`src/hdl/bbar_pkg.sv`:
```
// Shared types, codes and helpers for the bit buffer append/read unit.
`default_nettype none
package bbar_pkg;

    localparam int CAP_BYTES_DEF = 256;

    localparam logic [1:0] KIND_APPEND  = 2'd0;
    localparam logic [1:0] KIND_RD_BIT  = 2'd1;
    localparam logic [1:0] KIND_RD_BYTE = 2'd2;

    localparam logic [1:0] STATUS_OK    = 2'd0;
    localparam logic [1:0] STATUS_RANGE = 2'd1;
    localparam logic [1:0] STATUS_FULL  = 2'd2;

    typedef enum logic [1:0] {
        S_IDLE,
        S_EXEC,
        S_WR2
    } t_state;

    function automatic logic [7:0] bit_rev8(input logic [7:0] x);
        logic [7:0] y;
        for (int i = 0; i < 8; i++) begin
            y[i] = x[7 - i];
        end
        return y;
    endfunction

endpackage
`default_nettype wire

```
`src/hdl/bit_buffer_append_read_unit.sv`:
```
// Bit buffer append/read unit: top level with sequencer and bit datapath.
// Execute on the registered byte read; o_valid strobes the cycle after execute.
// A new word is accepted only while idle; an append that crosses a byte boundary takes
// an extra write state, set by the single write port of the byte store.
// Reset clears the fill level and control state; store contents above the fill level are
// never read, so the store itself needs no clearing pass. Results cannot be stalled.
`default_nettype none
module bit_buffer_append_read_unit #(
    parameter int CAP_BYTES = bbar_pkg::CAP_BYTES_DEF
) (
    input  wire logic        i_clk,
    input  wire logic        i_rst_n,
    input  wire logic        start,
    output logic             busy,
    input  wire logic [1:0]  i_kind,
    input  wire logic [7:0]  i_value,
    input  wire logic [3:0]  i_bit_count,
    input  wire logic [10:0] i_read_offset,
    output logic             o_valid,
    output logic      [7:0]  o_read_data,
    output logic      [1:0]  o_status,
    output logic      [11:0] o_fill_bits
);

    localparam int AW = (CAP_BYTES > 1) ? $clog2(CAP_BYTES) : 1;
    localparam int FW = $clog2(CAP_BYTES * 8 + 1);
    localparam int CW = ((FW > 11) ? FW : 11) + 1;
    localparam int BW = CW - 3;
    localparam logic [CW-1:0] CAP_BITS = CW'(CAP_BYTES * 8);

    bbar_pkg::t_state r_state;
    bbar_pkg::t_state n_state;

    logic [FW-1:0] r_fill;
    logic [FW-1:0] n_fill;
    logic [1:0]    r_kind;
    logic [7:0]    r_value;
    logic [3:0]    r_count;
    logic [10:0]   r_offset;
    logic [AW-1:0] r_a1;
    logic [7:0]    r_hi;
    logic          r_valid;
    logic [7:0]    r_read_data;
    logic [1:0]    r_status;
    logic [11:0]   r_fill_bits;

    logic          accept;
    logic [CW-1:0] fill_c;
    logic [CW-1:0] in_off_c;
    logic [BW-1:0] a0_c;
    logic [BW-1:0] a1_c;
    logic [7:0]    rd0;
    logic [7:0]    rd1;
    logic          mem_we;
    logic [AW-1:0] mem_waddr;
    logic [7:0]    mem_wdata;

    logic [CW-1:0] off_c;
    logic [3:0]    cnt;
    logic [2:0]    s_ap;
    logic [15:0]   win;
    logic [7:0]    app;
    logic [7:0]    keep;
    logic [15:0]   merged;
    logic          app_fit;
    logic          spill;
    logic          do_write;
    logic [7:0]    n_data;
    logic [1:0]    n_status;

    assign accept   = start && !busy;
    assign fill_c   = CW'(r_fill);
    assign in_off_c = CW'(i_read_offset);

    always_comb begin
        if (i_kind == bbar_pkg::KIND_APPEND) begin
            a0_c = fill_c[CW-1:3];
        end else begin
            a0_c = in_off_c[CW-1:3];
        end
        a1_c = a0_c + BW'(1);
    end

    bbar_mem #(
        .DEPTH (CAP_BYTES),
        .AW    (AW)
    ) u_mem (
        .i_clk    (i_clk),
        .i_we     (mem_we),
        .i_waddr  (mem_waddr),
        .i_wdata  (mem_wdata),
        .i_re     (accept),
        .i_raddr0 (AW'(a0_c)),
        .i_raddr1 (AW'(a1_c)),
        .o_rdata0 (rd0),
        .o_rdata1 (rd1)
    );

    always_ff @(posedge i_clk) begin
        if (accept) begin
            r_kind   <= i_kind;
            r_value  <= i_value;
            r_count  <= i_bit_count;
            r_offset <= i_read_offset;
            r_a1     <= AW'(a1_c);
        end
        if (r_state == bbar_pkg::S_EXEC) begin
            r_hi <= merged[15:8];
        end
    end

    // execute: extract for reads, merge for appends
    always_comb begin
        off_c    = CW'(r_offset);
        cnt      = (r_count > 4'd8) ? 4'd8 : r_count;
        s_ap     = r_fill[2:0];
        win      = {rd1, rd0} >> r_offset[2:0];
        app      = bbar_pkg::bit_rev8(r_value) >> (4'd8 - cnt);
        keep     = rd0 & ~(8'hFF << s_ap);
        merged   = {8'h00, keep} | ({8'h00, app} << s_ap);
        app_fit  = (fill_c + CW'(cnt)) <= CAP_BITS;
        spill    = ({1'b0, s_ap} + cnt) > 4'd8;
        do_write = 1'b0;
        n_data   = 8'h00;
        n_status = bbar_pkg::STATUS_OK;
        n_fill   = r_fill;
        unique case (r_kind)
            bbar_pkg::KIND_APPEND: begin
                if (app_fit) begin
                    do_write = cnt != 4'd0;
                    n_fill   = r_fill + FW'(cnt);
                end else begin
                    n_status = bbar_pkg::STATUS_FULL;
                end
            end
            bbar_pkg::KIND_RD_BIT: begin
                if (off_c < fill_c) begin
                    n_data = {7'b0, win[0]};
                end else begin
                    n_status = bbar_pkg::STATUS_RANGE;
                end
            end
            bbar_pkg::KIND_RD_BYTE: begin
                if ((off_c + CW'(7)) < fill_c) begin
                    n_data = bbar_pkg::bit_rev8(win[7:0]);
                end else begin
                    n_status = bbar_pkg::STATUS_RANGE;
                end
            end
            default: begin
                n_data = 8'h00;
            end
        endcase
    end

    always_comb begin
        n_state = r_state;
        unique case (r_state)
            bbar_pkg::S_IDLE: begin
                if (accept) begin
                    n_state = bbar_pkg::S_EXEC;
                end
            end
            bbar_pkg::S_EXEC: begin
                if (do_write && spill) begin
                    n_state = bbar_pkg::S_WR2;
                end else begin
                    n_state = bbar_pkg::S_IDLE;
                end
            end
            bbar_pkg::S_WR2: begin
                n_state = bbar_pkg::S_IDLE;
            end
            default: begin
                n_state = bbar_pkg::S_IDLE;
            end
        endcase
    end

    always_comb begin
        busy      = r_state != bbar_pkg::S_IDLE;
        mem_we    = 1'b0;
        mem_waddr = AW'(fill_c[CW-1:3]);
        mem_wdata = merged[7:0];
        unique case (r_state)
            bbar_pkg::S_IDLE: begin
                mem_we = 1'b0;
            end
            bbar_pkg::S_EXEC: begin
                mem_we = do_write;
            end
            bbar_pkg::S_WR2: begin
                mem_we    = 1'b1;
                mem_waddr = r_a1;
                mem_wdata = r_hi;
            end
            default: begin
                mem_we = 1'b0;
            end
        endcase
    end

    always_ff @(posedge i_clk) begin
        if (!i_rst_n) begin
            r_state <= bbar_pkg::S_IDLE;
            r_fill  <= '0;
            r_valid <= 1'b0;
        end else begin
            r_state <= n_state;
            r_valid <= r_state == bbar_pkg::S_EXEC;
            if (r_state == bbar_pkg::S_EXEC) begin
                r_fill <= n_fill;
            end
        end
    end

    always_ff @(posedge i_clk) begin
        if (r_state == bbar_pkg::S_EXEC) begin
            r_read_data <= n_data;
            r_status    <= n_status;
            r_fill_bits <= 12'(n_fill);
        end
    end

    assign o_valid     = r_valid;
    assign o_read_data = r_read_data;
    assign o_status    = r_status;
    assign o_fill_bits = r_fill_bits;

endmodule
`default_nettype wire

```
`src/hdl/bbar_mem.sv`:
```
// Byte store: one write port, two registered read ports.
`default_nettype none
module bbar_mem #(
    parameter int DEPTH = bbar_pkg::CAP_BYTES_DEF,
    parameter int AW    = 8
) (
    input  wire logic          i_clk,
    input  wire logic          i_we,
    input  wire logic [AW-1:0] i_waddr,
    input  wire logic [7:0]    i_wdata,
    input  wire logic          i_re,
    input  wire logic [AW-1:0] i_raddr0,
    input  wire logic [AW-1:0] i_raddr1,
    output logic      [7:0]    o_rdata0,
    output logic      [7:0]    o_rdata1
);

    logic [7:0] r_mem [DEPTH];
    logic [7:0] r_rdata0;
    logic [7:0] r_rdata1;

    always_ff @(posedge i_clk) begin
        if (i_we) begin
            r_mem[i_waddr] <= i_wdata;
        end
    end

    always_ff @(posedge i_clk) begin
        if (i_re) begin
            r_rdata0 <= r_mem[i_raddr0];
            r_rdata1 <= r_mem[i_raddr1];
        end
    end

    assign o_rdata0 = r_rdata0;
    assign o_rdata1 = r_rdata1;

endmodule
`default_nettype wire

```
`config.mk`:
```
export PLATFORM = sky130hd
export DESIGN_NAME = bit_buffer_append_read_unit
export DESIGN_NICKNAME = d
export VERILOG_FILES = /design/src/hdl/bbar_pkg.sv /design/src/hdl/bit_buffer_append_read_unit.sv /design/src/hdl/bbar_mem.sv
export SDC_FILE = /design/constraint.sdc
export NUM_CORES = 2
export LEC_CHECK = 0
export BUFFER_PORTS_ARGS = -buffer_cell sky130_fd_sc_hd__buf_2
export CAP_MARGIN = 0
export CORE_MARGIN = 3
export CORE_UTILIZATION = 35
export CTS_CLUSTER_DIAMETER = 30
export DETAILED_ROUTE_END_ITERATION = 6
export SETUP_SLACK_MARGIN = 0.4
export SYNTH_ARGS = -nofsm -noshare
export SYNTH_HDL_FRONTEND = slang
export SYNTH_SLANG_ARGS = --single-unit
```
`constraint.sdc`:
```
create_clock -name i_clk -period 14.3 [get_ports i_clk]
set_input_delay 0.715 -clock i_clk [delete_from_list [all_inputs] [get_ports i_clk]]
set_output_delay 0.715 -clock i_clk [all_outputs]
set_load 0.01 [all_outputs]
```
==> results.tsv <==
metric	value	unit
status	finished, violations left	
failing checks	DRC, capacitance limit, slew limit	
Adder-Cell Fraction of Synth Area	0.00462	
core area	289000	sq um
Worst Max-Slew Pin Slew	1.64	ns
crit path cell chain	nand2b_1 -> ha_1 -> clkinv_1 -> mux4_2 -> nor2_1 -> mux2_2 -> mux2i_1 -> mux2_2 -> o21ai_4 -> buf_4 -> buf_4 -> buf_4	
dominant synthesized flop cell	edfxtp_1	
DRC viols	14	
most frequent cells in the layout	edfxtp_1, nand2_1, mux4_2	
fmax	147	MHz
Seq/Total Area, Yosys	0.630	
vias in the first global route	69808	
GPL Wtd Cong	0.948	
vias	72230	
RSZ-0062 raised after global routing	false	
critical path launch point type	flop	
CTS tree	built	
grt ovf	0	
met2 global-route usage	0.352	
Routed Antenna Nets	0	
Tot GR Track Use	0.241	
clock-pin transition on the worst setup and hold timing paths	0.05	ns
Post-CTS Setup Bufs	0	
Seq cells post-synth	2140	
endpoints failing hold	0	
fin util	0.426	
clk root buf	clkbuf_16	
Layout area overhead	20.9	%
number of I/O pins	52	
share of cells above drive strength 1	0.245	
post-synth net total	7204	
commonest non-fill, non-tap cell in the layout	edfxtp_1	
clk buf depth	4	
die height	545	um
largest family of logic cells by synthesized area	multiplexers	
Crit path top cell by count	buf_4	
max-cap violations	1	
GRT met1 Usage	0.310	
crit-path max cell delay	0.88	ns
Synth Instances	7139	
EDFF count, synth	2125	
P_leak	40.6	nW
Final Setup Violations	0	
Worst path top cell family by delay	buffers and inverters	
YS warnings	0	
clock sinks	2140	
fin crit share	0.477	
Worst Path Required	14.93	ns
hold_ws	0.118	ns
post-synthesis xor/xnor area fraction	0.00240	
final slew viol count	40	
H-tree levels	5	
post-route minimum period	6.83	ns
routing usage on met3	0.0887	
Avg Inst Size Synth	14.3	sq um
Initial Utilization	0.352	
Max VDD drop	0.000151	V
PwrDens	163	nW/um^2
Starting DRT DRC Count	11227	
post-route design area	123000	sq um
Vias per Instance	6.20	
# port buffers	51	
GRT busiest layer	met2	
Post-Syn Area	102000	sq um
CTS buffer count	466	
initial antenna violation count	23	
setup ws final	7.47	ns
Post-Route WL	372000	um
worst skew pair latency	1.01	ns
Cell Count, Final, Fillers Out	11652	
num rows	197	
WL/cell	31.9	um
Netlist cell types	88	
first drt pass iteration count	7	
post-synthesis mux area share	0.158	
CP endpoint kind	flop	
final net count	7453	
setup TNS	0	ns
largest net degree at the start of global routing	225	
asr flop ratio synth	0	
Die Area	297000	sq um
Tot Pwr	20.1	mW
type of the worst min-delay path	in2reg	
post-synthesis compound-gate area fraction	0.0549	
Worst Path Max Fanout	90	
slowest CP cell	buf_4	
crit path kind	reg2reg	
Simple-Gate Fraction of Synth Area	0.119	
Buf/Inv on CP	4	
Setup Skew	0.105	ns
Slew HR	-0.0949	
CTS resizes	0	
DP Area	107000	sq um
Die W	545	um
placed cell count	10777	
pre-CTS WS	7.10	ns
first-pass GRT wire length	520000	um
DP HPWL	232000	um
Critical Path AT	7.45	ns
flip-flops by register name (all words and copies together), names as in the netlist:
name            cells
o_read_data         8
r_fill             12
o_fill_bits        12
u_mem.r_mem      2048
o_valid             1
u_mem.o_rdata1      7
r_offset           11
r_value             8
r_state             2
u_mem.o_rdata0      8
o_status            2
r_a1                8
r_count             4
r_kind              2
r_hi                7
layout make-up:
| class | count | area [sq um] |
|---|---|---|
| Antenna cell | 18 | 45.0 |
| Clock buffer | 519 | 11900 |
| Clock inverter | 315 | 3560 |
| Fill cell | 25683 | 166000 |
| Inverter | 38 | 186 |
| Multi-Input combinational cell | 4397 | 35800 |
| Sequential cell | 2140 | 64100 |
| Tap cell | 3880 | 4850 |
| Timing Repair Buffer | 345 | 2650 |
cell usage after synthesis (15+ instances only):
cell type / n / area share
a2111oi_0: 34 / 0.0029
a211oi_1: 26 / 0.0019
a21oi_1: 246 / 0.012
a22oi_1: 55 / 0.0041
a31oi_1: 166 / 0.010
a32oi_1: 32 / 0.0028
and3_1: 88 / 0.0054
buf_1: 29 / 0.0011
buf_2: 147 / 0.0072
buf_4: 64 / 0.0047
buf_6: 46 / 0.0051
clkbuf_1: 266 / 0.0098
dfxtp_1: 15 / 0.0029
edfxtp_1: 2125 / 0.63
ha_1: 36 / 0.0044
inv_1: 27 / 0.0010
mux2i_1: 144 / 0.014
mux4_2: 636 / 0.14
nand2_1: 1636 / 0.060
nand3_1: 413 / 0.020
nand4_1: 88 / 0.0054
nor2_1: 187 / 0.0069
nor3_1: 34 / 0.0017
nor4_1: 37 / 0.0023
nor4b_1: 144 / 0.012
o2111ai_1: 43 / 0.0037
o21ai_0: 43 / 0.0021
o22ai_1: 72 / 0.0044
o31ai_1: 15 / 0.0011
xnor2_1: 18 / 0.0015
routing by layer:
metal	routed length, um	vias up
li1	-	28817
met1	134000	36887
met2	162000	5447
met3	52700	1073
met4	22900	6
met5	36	-
logic make-up after synthesis:
kind of cell    Yosys count
simple gates           2688
flops                  2140
compound gates          849
mux                     796
buf+inv                 602
fa+ha+maj                37
xor+xnor                 27
path summary, 6_finish.rpt:
path / from / endpoint / slack [ns] / cells past startpoint
worst max register to register: r_count[3] / u_mem.r_mem[150][4] / 7.47 / 12
worst min-delay path: i_kind[1] / r_kind[1] / 0.12 / 1
worst max-delay path: r_count[3] / u_mem.r_mem[150][4] / 7.47 / 12
worst min register to register: r_fill[11] / r_fill[11] / 0.56 / 2
power by group:
group | internal [mW] | switching [mW] | leakage [nW] | total (mW)
logic | 0.584 | 1.55 | 13.7 | 2.14
registers | 7.32 | 0.0370 | 19.5 | 7.36
clock network | 7.09 | 3.50 | 7.41 | 10.6
worst register-to-register path, delay by kind of cell (launching register included):
kind,cells,cell delay (ns)
AOI/OAI and AO/OA,1,0.52
adders and majority gates,1,0.56
buffers and inverters,4,2.90
DFF,1,0.56
muxes,4,1.15
and+or+nand+nor,2,0.70
timing repair:
item | CTS | global route
hold buffers | 23 | 0
endpoints found under the setup margin | 0 | 0
endpoints found under the hold margin | 23 | 0
Note: power is estimated with default switching activity, not from simulation.
